## config.mk

```make
export PLATFORM = sky130hd
export DESIGN_NAME = median_then_weighted_average_filter_flat
export DESIGN_NICKNAME = d
export VERILOG_FILES = /design/src/hw/rtl/mtwa_pkg.sv /design/src/hw/rtl/mtwa_ifs.sv /design/src/hw/rtl/median_then_weighted_average_filter.sv /design/src/flat_wrapper.sv
export SDC_FILE = /design/constraint.sdc
export NUM_CORES = 1
export LEC_CHECK = 0
export BUFFER_PORTS_ARGS = -buffer_cell sky130_fd_sc_hd__buf_2
export CAP_MARGIN = 15
export CORE_MARGIN = 2
export CORE_UTILIZATION = 65
export CTS_BUF_LIST = sky130_fd_sc_hd__clkbuf_4 sky130_fd_sc_hd__clkbuf_8
export CTS_CLUSTER_SIZE = 24
export DETAILED_ROUTE_END_ITERATION = 16
export GPL_ROUTABILITY_DRIVEN = 0
export PLACE_DENSITY = 0.82
export SYNTH_ARGS = -nofsm -noshare
export SYNTH_HDL_FRONTEND = slang
export SYNTH_SLANG_ARGS = --single-unit
```

## constraint.sdc

```tcl
create_clock -name clk -period 9.9 [get_ports clk]
set_input_delay 2.97 -clock clk [delete_from_list [all_inputs] [get_ports clk]]
set_output_delay 2.97 -clock clk [all_outputs]
set_load 0.05 [all_outputs]
```

## src/hw/rtl/mtwa_pkg.sv

```systemverilog
`timescale 1ns / 1ps
// ----------------------------------------------------------------------------
// mtwa_pkg: shared types and constants of the pressure conditioner
// Pressure format, weight register map, arithmetic widths and sequencer states.
// ----------------------------------------------------------------------------
package mtwa_pkg;

	// pressure: unsigned Pa with 4 fraction bits
	localparam int PRESS_W = 21;
	localparam logic [PRESS_W-1:0] HELD_RESET = 21'd304;

	// weight registers
	localparam int WGT_W     = 8;
	localparam int NUM_WGT   = 4;
	localparam int CFG_IDX_W = 2;

	typedef enum logic [CFG_IDX_W-1:0] {
		REG_WEIGHT_NEWEST = 2'd0,
		REG_WEIGHT_SECOND = 2'd1,
		REG_WEIGHT_THIRD  = 2'd2,
		REG_WEIGHT_OLDEST = 2'd3
	} reg_idx_t;

	localparam logic [WGT_W-1:0] WEIGHT_NEWEST_RESET = 8'd50;
	localparam logic [WGT_W-1:0] WEIGHT_SECOND_RESET = 8'd25;
	localparam logic [WGT_W-1:0] WEIGHT_THIRD_RESET  = 8'd15;
	localparam logic [WGT_W-1:0] WEIGHT_OLDEST_RESET = 8'd10;

	// at most four taps carry weight: sum below 4 * 255 * 2^21
	localparam int ACC_W  = 31;
	localparam int DEN_W  = 10;
	localparam int STEP_W = 5;

	// sequencer states
	typedef enum logic [2:0] {
		ST_IDLE,
		ST_MED,
		ST_MAC,
		ST_DIV,
		ST_DONE
	} state_t;

endpackage

```

## src/hw/rtl/mtwa_ifs.sv

```systemverilog
`timescale 1ns / 1ps
// ----------------------------------------------------------------------------
// mtwa channel interfaces
// Sample input channel, result output channel and weight write channel.
// ----------------------------------------------------------------------------

// sample item: error flag and raw pressure
interface mtwa_sample_if;
	logic                        valid;
	logic                        ready;
	logic                        sensor_error;
	logic [mtwa_pkg::PRESS_W-1:0] pressure_sample;

	modport source (output valid, output sensor_error, output pressure_sample, input ready);
	modport sink   (input valid, input sensor_error, input pressure_sample, output ready);
endinterface

// result item: filtered pressure and error copy
interface mtwa_result_if;
	logic                        valid;
	logic                        ready;
	logic [mtwa_pkg::PRESS_W-1:0] filtered_pressure;
	logic                        error_flag;

	modport source (output valid, output filtered_pressure, output error_flag, input ready);
	modport sink   (input valid, input filtered_pressure, input error_flag, output ready);
endinterface

// weight register writes
interface mtwa_cfg_if;
	logic                          valid;
	logic                          ready;
	logic [mtwa_pkg::CFG_IDX_W-1:0] index;
	logic [mtwa_pkg::WGT_W-1:0]     data;

	modport source (output valid, output index, output data, input ready);
	modport sink   (input valid, input index, input data, output ready);
endinterface

```

## src/hw/rtl/median_then_weighted_average_filter.sv

```systemverilog
`timescale 1ns / 1ps
// Sequence: a good item passes through the median search, the multiply-accumulate over the
// taps and, unless the weights sum to zero, the division steps; the median search uses one shared comparator.
// An item with the error flag set goes straight to the output. One item at a time; a finished result
// waits in the output register while the next item is accepted.
// Reset: windows clear to zero, held output goes to 19.0 Pa, weights to 50/25/15/10.
// ----------------------------------------------------------------------------
// median_then_weighted_average_filter
// Median of the newest samples, then weighted average of the newest medians,
// on one comparator, one multiply-accumulate and one restoring divider step.
// ----------------------------------------------------------------------------
module median_then_weighted_average_filter #(
	parameter int MEDIAN_WINDOW = 5,
	parameter int AVERAGE_TAPS  = 4
) (
	input  logic                 clk,
	input  logic                 arst_n,
	mtwa_sample_if.sink          sample_ch,
	mtwa_result_if.source        result_ch,
	mtwa_cfg_if.sink             cfg_ch
);

	localparam int PW     = mtwa_pkg::PRESS_W;
	localparam int MED_K  = MEDIAN_WINDOW / 2;
	localparam int IDX_W  = $clog2(MEDIAN_WINDOW);
	localparam int CNT_W  = $clog2(MEDIAN_WINDOW + 1);
	localparam int TAP_W  = $clog2(AVERAGE_TAPS);
	localparam int AW     = mtwa_pkg::ACC_W;
	localparam int DW     = mtwa_pkg::DEN_W;
	localparam int SW     = mtwa_pkg::STEP_W;
	localparam int WW     = mtwa_pkg::WGT_W;

	mtwa_pkg::state_t state_q, state_d;

	// filter state
	logic [PW-1:0] win_q  [MEDIAN_WINDOW];
	logic [PW-1:0] hist_q [AVERAGE_TAPS];
	logic [PW-1:0] held_q;
	logic          err_q;
	logic [WW-1:0] wgt_q  [mtwa_pkg::NUM_WGT];

	// median search
	logic [PW-1:0]    ring_q [MEDIAN_WINDOW];
	logic [PW-1:0]    cand_q;
	logic [IDX_W-1:0] j_q;
	logic [CNT_W-1:0] less_q, leq_q;

	// multiply-accumulate and divider
	logic [TAP_W-1:0] k_q;
	logic [AW-1:0]    acc_q;
	logic [DW-1:0]    den_q;
	logic [DW-1:0]    rem_q;
	logic [PW-1:0]    lo_q;
	logic [SW-1:0]    step_q;

	// output register
	logic          out_valid_q;
	logic [PW-1:0] out_press_q;
	logic          out_err_q;

	// control
	logic in_rdy, accept, out_free, out_load;

	// combinational datapath
	logic             cmp_lt, cmp_le, last_cmp, found;
	logic [CNT_W-1:0] less_sum, leq_sum;
	logic [WW-1:0]    w_sel;
	logic [WW+PW-1:0] product;
	logic [AW-1:0]    acc_sum;
	logic [DW-1:0]    den_sum;
	logic             last_tap;
	logic [DW:0]      rem_sh;
	logic             div_ge;
	logic [DW-1:0]    rem_nx;
	logic             last_step;

	// shared comparator: window entry against candidate
	always_comb begin
		cmp_lt   = ring_q[0] < cand_q;
		cmp_le   = ring_q[0] <= cand_q;
		less_sum = less_q + CNT_W'(cmp_lt);
		leq_sum  = leq_q + CNT_W'(cmp_le);
		last_cmp = (j_q == IDX_W'(MEDIAN_WINDOW - 1));
		found    = last_cmp && (less_sum <= CNT_W'(MED_K)) && (leq_sum > CNT_W'(MED_K));
	end

	// weight of the current tap, zero past the fourth
	always_comb begin
		w_sel = '0;
		for (int m = 0; m < mtwa_pkg::NUM_WGT; m++) begin
			if (int'(k_q) == m) begin
				w_sel = wgt_q[m];
			end
		end
	end

	// multiply-accumulate
	always_comb begin
		product  = w_sel * hist_q[k_q];
		acc_sum  = acc_q + AW'(product);
		den_sum  = den_q + DW'(w_sel);
		last_tap = (k_q == TAP_W'(AVERAGE_TAPS - 1));
	end

	// one restoring division step
	always_comb begin
		rem_sh    = {rem_q, lo_q[PW-1]};
		div_ge    = rem_sh >= {1'b0, den_q};
		rem_nx    = div_ge ? DW'(rem_sh - {1'b0, den_q}) : DW'(rem_sh);
		last_step = (step_q == SW'(PW - 1));
	end

	// next state
	always_comb begin
		state_d = state_q;
		case (state_q)
			mtwa_pkg::ST_IDLE: begin
				if (accept) begin
					state_d = sample_ch.sensor_error ? mtwa_pkg::ST_DONE : mtwa_pkg::ST_MED;
				end
			end
			mtwa_pkg::ST_MED: begin
				if (found) begin
					state_d = mtwa_pkg::ST_MAC;
				end
			end
			mtwa_pkg::ST_MAC: begin
				if (last_tap) begin
					state_d = (den_sum == '0) ? mtwa_pkg::ST_DONE : mtwa_pkg::ST_DIV;
				end
			end
			mtwa_pkg::ST_DIV: begin
				if (last_step) begin
					state_d = mtwa_pkg::ST_DONE;
				end
			end
			mtwa_pkg::ST_DONE: begin
				if (out_free) begin
					state_d = mtwa_pkg::ST_IDLE;
				end
			end
			default: state_d = mtwa_pkg::ST_IDLE;
		endcase
	end

	// handshake outputs
	always_comb begin
		in_rdy   = 1'b0;
		out_load = 1'b0;
		out_free = !out_valid_q || result_ch.ready;
		case (state_q)
			mtwa_pkg::ST_IDLE: in_rdy   = 1'b1;
			mtwa_pkg::ST_DONE: out_load = out_free;
			default: begin
				in_rdy   = 1'b0;
				out_load = 1'b0;
			end
		endcase
		accept = sample_ch.valid && in_rdy;
	end

	assign sample_ch.ready            = in_rdy;
	assign cfg_ch.ready               = 1'b1;
	assign result_ch.valid            = out_valid_q;
	assign result_ch.filtered_pressure = out_press_q;
	assign result_ch.error_flag       = out_err_q;

	// control and filter state
	always_ff @(posedge clk or negedge arst_n) begin
		if (!arst_n) begin
			state_q     <= mtwa_pkg::ST_IDLE;
			out_valid_q <= 1'b0;
			held_q      <= mtwa_pkg::HELD_RESET;
			err_q       <= 1'b0;
			for (int m = 0; m < MEDIAN_WINDOW; m++) begin
				win_q[m] <= '0;
			end
			for (int m = 0; m < AVERAGE_TAPS; m++) begin
				hist_q[m] <= '0;
			end
			wgt_q[mtwa_pkg::REG_WEIGHT_NEWEST] <= mtwa_pkg::WEIGHT_NEWEST_RESET;
			wgt_q[mtwa_pkg::REG_WEIGHT_SECOND] <= mtwa_pkg::WEIGHT_SECOND_RESET;
			wgt_q[mtwa_pkg::REG_WEIGHT_THIRD]  <= mtwa_pkg::WEIGHT_THIRD_RESET;
			wgt_q[mtwa_pkg::REG_WEIGHT_OLDEST] <= mtwa_pkg::WEIGHT_OLDEST_RESET;
		end else begin
			state_q <= state_d;

			// weight writes
			if (cfg_ch.valid) begin
				wgt_q[cfg_ch.index] <= cfg_ch.data;
			end

			// item accepted: record error, shift good sample into the window
			if (accept) begin
				err_q <= sample_ch.sensor_error;
				if (!sample_ch.sensor_error) begin
					win_q[0] <= sample_ch.pressure_sample;
					for (int m = 1; m < MEDIAN_WINDOW; m++) begin
						win_q[m] <= win_q[m-1];
					end
				end
			end

			// median found: shift into history
			if (state_q == mtwa_pkg::ST_MED && found) begin
				hist_q[0] <= cand_q;
				for (int m = 1; m < AVERAGE_TAPS; m++) begin
					hist_q[m] <= hist_q[m-1];
				end
			end

			// zero weight sum holds zero
			if (state_q == mtwa_pkg::ST_MAC && last_tap && den_sum == '0) begin
				held_q <= '0;
			end

			// quotient complete
			if (state_q == mtwa_pkg::ST_DIV && last_step) begin
				held_q <= {lo_q[PW-2:0], div_ge};
			end

			// output register
			if (out_load) begin
				out_valid_q <= 1'b1;
			end else if (result_ch.ready) begin
				out_valid_q <= 1'b0;
			end
		end
	end

	// working registers of the sequencer
	always_ff @(posedge clk) begin
		if (out_load) begin
			out_press_q <= held_q;
			out_err_q   <= err_q;
		end
		case (state_q)
			mtwa_pkg::ST_IDLE: begin
				// copy of the new window, first candidate is the newest sample
				ring_q[0] <= sample_ch.pressure_sample;
				for (int m = 1; m < MEDIAN_WINDOW; m++) begin
					ring_q[m] <= win_q[m-1];
				end
				cand_q <= sample_ch.pressure_sample;
				j_q    <= '0;
				less_q <= '0;
				leq_q  <= '0;
			end
			mtwa_pkg::ST_MED: begin
				if (!last_cmp) begin
					// count entries below and not above the candidate
					for (int m = 0; m < MEDIAN_WINDOW; m++) begin
						ring_q[m] <= ring_q[(m + 1) % MEDIAN_WINDOW];
					end
					j_q    <= j_q + IDX_W'(1);
					less_q <= less_sum;
					leq_q  <= leq_sum;
				end else begin
					// next candidate: rotate one past the start
					for (int m = 0; m < MEDIAN_WINDOW; m++) begin
						ring_q[m] <= ring_q[(m + 2) % MEDIAN_WINDOW];
					end
					cand_q <= ring_q[2];
					j_q    <= '0;
					less_q <= '0;
					leq_q  <= '0;
				end
				k_q   <= '0;
				acc_q <= '0;
				den_q <= '0;
			end
			mtwa_pkg::ST_MAC: begin
				k_q   <= k_q + TAP_W'(1);
				acc_q <= acc_sum;
				den_q <= den_sum;
				// high part of the sum is below the divisor
				rem_q  <= acc_sum[AW-1:PW];
				lo_q   <= acc_sum[PW-1:0];
				step_q <= '0;
			end
			mtwa_pkg::ST_DIV: begin
				rem_q  <= rem_nx;
				lo_q   <= {lo_q[PW-2:0], div_ge};
				step_q <= step_q + SW'(1);
			end
			default: begin
				step_q <= '0;
			end
		endcase
	end

endmodule

```

## src/flat_wrapper.sv

```systemverilog
// flat-port wrapper written by rule: the top's interface ports become plain ports
module median_then_weighted_average_filter_flat 
#(
	parameter int MEDIAN_WINDOW = 5,
	parameter int AVERAGE_TAPS  = 4
)
  (clk, arst_n, sample_ch_valid, sample_ch_sensor_error, sample_ch_pressure_sample, sample_ch_ready, result_ch_valid, result_ch_filtered_pressure, result_ch_error_flag, result_ch_ready, cfg_ch_valid, cfg_ch_index, cfg_ch_data, cfg_ch_ready);
  mtwa_sample_if sample_ch_i ();
  mtwa_result_if result_ch_i ();
  mtwa_cfg_if cfg_ch_i ();
  input  logic clk;
  input  logic arst_n;
  input wire logic [$bits(sample_ch_i.valid)-1:0] sample_ch_valid;
  input wire logic [$bits(sample_ch_i.sensor_error)-1:0] sample_ch_sensor_error;
  input wire logic [$bits(sample_ch_i.pressure_sample)-1:0] sample_ch_pressure_sample;
  output wire logic [$bits(sample_ch_i.ready)-1:0] sample_ch_ready;
  output wire logic [$bits(result_ch_i.valid)-1:0] result_ch_valid;
  output wire logic [$bits(result_ch_i.filtered_pressure)-1:0] result_ch_filtered_pressure;
  output wire logic [$bits(result_ch_i.error_flag)-1:0] result_ch_error_flag;
  input wire logic [$bits(result_ch_i.ready)-1:0] result_ch_ready;
  input wire logic [$bits(cfg_ch_i.valid)-1:0] cfg_ch_valid;
  input wire logic [$bits(cfg_ch_i.index)-1:0] cfg_ch_index;
  input wire logic [$bits(cfg_ch_i.data)-1:0] cfg_ch_data;
  output wire logic [$bits(cfg_ch_i.ready)-1:0] cfg_ch_ready;
  assign sample_ch_i.valid = sample_ch_valid;
  assign sample_ch_i.sensor_error = sample_ch_sensor_error;
  assign sample_ch_i.pressure_sample = sample_ch_pressure_sample;
  assign sample_ch_ready = sample_ch_i.ready;
  assign result_ch_valid = result_ch_i.valid;
  assign result_ch_filtered_pressure = result_ch_i.filtered_pressure;
  assign result_ch_error_flag = result_ch_i.error_flag;
  assign result_ch_i.ready = result_ch_ready;
  assign cfg_ch_i.valid = cfg_ch_valid;
  assign cfg_ch_i.index = cfg_ch_index;
  assign cfg_ch_i.data = cfg_ch_data;
  assign cfg_ch_ready = cfg_ch_i.ready;
  median_then_weighted_average_filter #(.MEDIAN_WINDOW(MEDIAN_WINDOW), .AVERAGE_TAPS(AVERAGE_TAPS)) u_core (.clk(clk), .arst_n(arst_n), .sample_ch(sample_ch_i), .result_ch(result_ch_i), .cfg_ch(cfg_ch_i));
endmodule
```

==> out/qor.txt <==
Multi-input logic area = 13000 µm²
1st-iter DRT viols = 1282
Setup skew after layout = 0.0489 ns
Hold_sp = u_core.held_q[9]$_DFFE_PN0P_
Row Count = 74
Setup crit start = u_core.k_q[1]$_SDFFCE_PP0P_
I/O Pins = 62
Root Buffer = clkbuf_8
Slew margin rel. = 21.2%
Crit-path cells = buf_4, mux2_2, o21ai_1, nor2_1, fa_1, fa_1, fa_1, inv_1, fa_1, inv_1, ha_1, a21oi_1, o21ai_1, a21oi_1, nand3_1, a21oi_1, o21ai_0, xnor2_1, mux2i_1
Routed vias/inst = 5.83
Least-Margin Pin Slew = 1.18 ns
Cell Area, Synth = 27100 µm²
Setup violations, final = 0
Number of fill cells = 2721
RSZ-0062 raised after global routing = false
Final Slew Violations = 0
Port Buffer Count = 60
CP max stage delay = 0.93 ns
Register bit total from synthesis = 462
Number of flops mapped to enable cells by yosys = 236
Area growth from synthesis to layout = 9.25%
CTS tree = done
Share of cells above drive strength 1 = 19.7%
Post-CTS sizing = 0
Setup TNS = 0 ns
Crit path kind = reg2reg
Max cap viols = 0
Syn nets = 2711
GR Overflow Total = 0
Starting Density = 66.1%
Max Clock Freq = 136 MHz
CTS Hold Buffers Added = 0
Final period utilization = 74.0%
Hold Path Class = reg2reg
First-pass GRT wire length = 91800 µm
Worst-Skew Late Latency = 0.69 ns
Worst endpoint data arrival time = 7.75 ns
Total number of vias = 18.0k
H-tree depth = 3
Reg2reg start = u_core.k_q[1]$_SDFFCE_PP0P_
CP required = 10.32 ns
Max FO, Critical Path = 23
Clk slew on worst S/H paths = 0.06 ns
Worst setup SP type = register
Critical path's most frequent cell = fa_1
CP Capture Type = register
DRC = 0
Core Util, Final = 72.2%
Per-cell routed wire length = 18.1 µm
Predominant post-synthesis flop cell = edfxtp_1
Status = finished clean
Asr flop ratio synth = 48.9%
Largest net degree at the start of global routing = 105
Final HPWL DP = 38500 µm
GRT Total Usage = 26.3%
Final period demand of the worst path = 7.33 ns
YS warnings = 0
DRT Pass-1 Iters = 6
Vias in the first global route = 18.5k
Slowest library cell on the worst path = edfxtp_1
ANT nets after route = 0
# nets final = 2768
FF+latch area = 12800 µm²
Sink Count = 462
CTS Buf Count = 77
Die area = 43400 µm²
Final hold violations = 0
Core area = 41000 µm²
Die H = 208 µm
Synth cell types = 64
Initial antenna violation count = 1
Die width = 208 µm
Avg Cell Area, Syn = 11.2 µm²
Number of cells produced by synthesis = 2427
Total Wirelength = 55800 µm
Postcts setup bufs = 0
Sequential-to-total area share from yosys stat = 47.0%
Longest Clk Path Bufs = 3
-- worst max-delay path: cells and delay by family, from the launching register on --
family                     cells  cell delay (ns)
adders and majority gates      5             2.52
muxes                          2             0.49
and+or+nand+nor                2             0.28
buffers and inverters          3             0.58
DFF                            1             0.93
AOI/OAI and AO/OA              6             2.00
xor gates and xnor gates       1             0.27
-- metrics by stage --
stage	hold slack [ns]	setup slack [ns]	cell area, µm²	instances
finish	0.444	2.57	29600	3083
global route	0.466	2.20	29600	3082
CTS	0.446	2.67	29600	3077
detailed placement	0.432	2.74	27900	2933
global placement	0.431	2.86	27900	2933
floorplan	0.425	3.11	27100	2427
-- state kept, by name (all words and copies together) (netlist names), 10 cells and up --
name and flops:
u_core.wgt_q 32, u_core.ring_q 105, u_core.win_q 84, u_core.cand_q 21, u_core.lo_q 21, u_core.result_ch.filtered_pressure 21, u_core.held_q 21, u_core.rem_q 10
u_core.acc_q 31, u_core.den_q 10, u_core.hist_q 84
-- path summary, 6_finish.rpt --
kind                                                              endpoint  slack (ns)  cells after the start
min                        u_core.result_ch.filtered_pressure[9]$_DFFE_PP_        0.44                      0
max                                              u_core.rem_q[8]$_DFFE_PP_        2.57                     19
min reg2reg                u_core.result_ch.filtered_pressure[9]$_DFFE_PP_        0.44                      0
max reg2reg                                      u_core.rem_q[8]$_DFFE_PP_        2.57                     19
min in group asynchronous                     u_core.held_q[9]$_DFFE_PN0P_        2.26                      1
max in group asynchronous                     u_core.win_q[66]$_DFFE_PN0P_        6.10                      2
-- kinds of logic after synthesis --
kind of cell    count (synthesis)  share of synthesized area, %
fa+ha+maj                     247                          15.4
xor+xnor                       48                          1.55
simple gates                  645                          10.3
mux                           332                          13.4
compound gates                343                          7.31
flops                         462                          47.0
buf+inv                       349                          5.04
other cells                     1                        0.0138
-- cell type report --
class	instances	share of cell area, %
tap	532	2.25
sequential	462	43.1
inverter	238	3.02
timing repair buffer	89	1.93
clock buffer	120	4.94
antenna	2	0.0169
clock inverter	24	0.777
multi-input combinational	1616	44.0
-- per-layer routing --
metal	share of wire [%]	global-route usage, %	wire [µm]	vias to the layer above
li1	-	-	-	8312
met1	41	34.0	23100	9007
met2	50	44.5	27900	535
met3	5.4	4.83	3020	129
met4	3.1	10.3	1730	0
met5	0	0	0	-
-- cells in the final DEF, fill, tap and decap left out, types with 26 or more instances in the layout --
cell type  synthesis  final
buf_2             16     59
nand2_1          308    304
inv_1            238    237
fa_1             143    143
clkbuf_4           0     30
o21ai_0          144    144
dfrtp_1          211    211
nor2_1           187    186
a21oi_1           87     86
xnor2_1           26     26
nand2b_1          44     44
clkbuf_8           0     90
ha_1             104    104
mux2_2           220    220
edfxtp_1         236    236
mux2i_1          109    109
-- cell usage after synthesis (all sizes together) (22+ instances only) --
master,n,area [µm²]
nand2b,44,275
inv,238,893
mux2,220,2480
nor2,189,714
nand2,308,1160
a21oi,97,523
xnor2,26,228
clkbuf,75,282
dfrtp,211,5280
fa,143,2860
xor2,22,193
ha,104,1300
edfxtp,236,7090
buf,34,174
mux2i,109,1090
o21ai,165,826
a21o,26,196
Power is left out: the tool's default activity adds up to more than one toggle a clock period on the data nets, which glitch-free logic cannot reach.
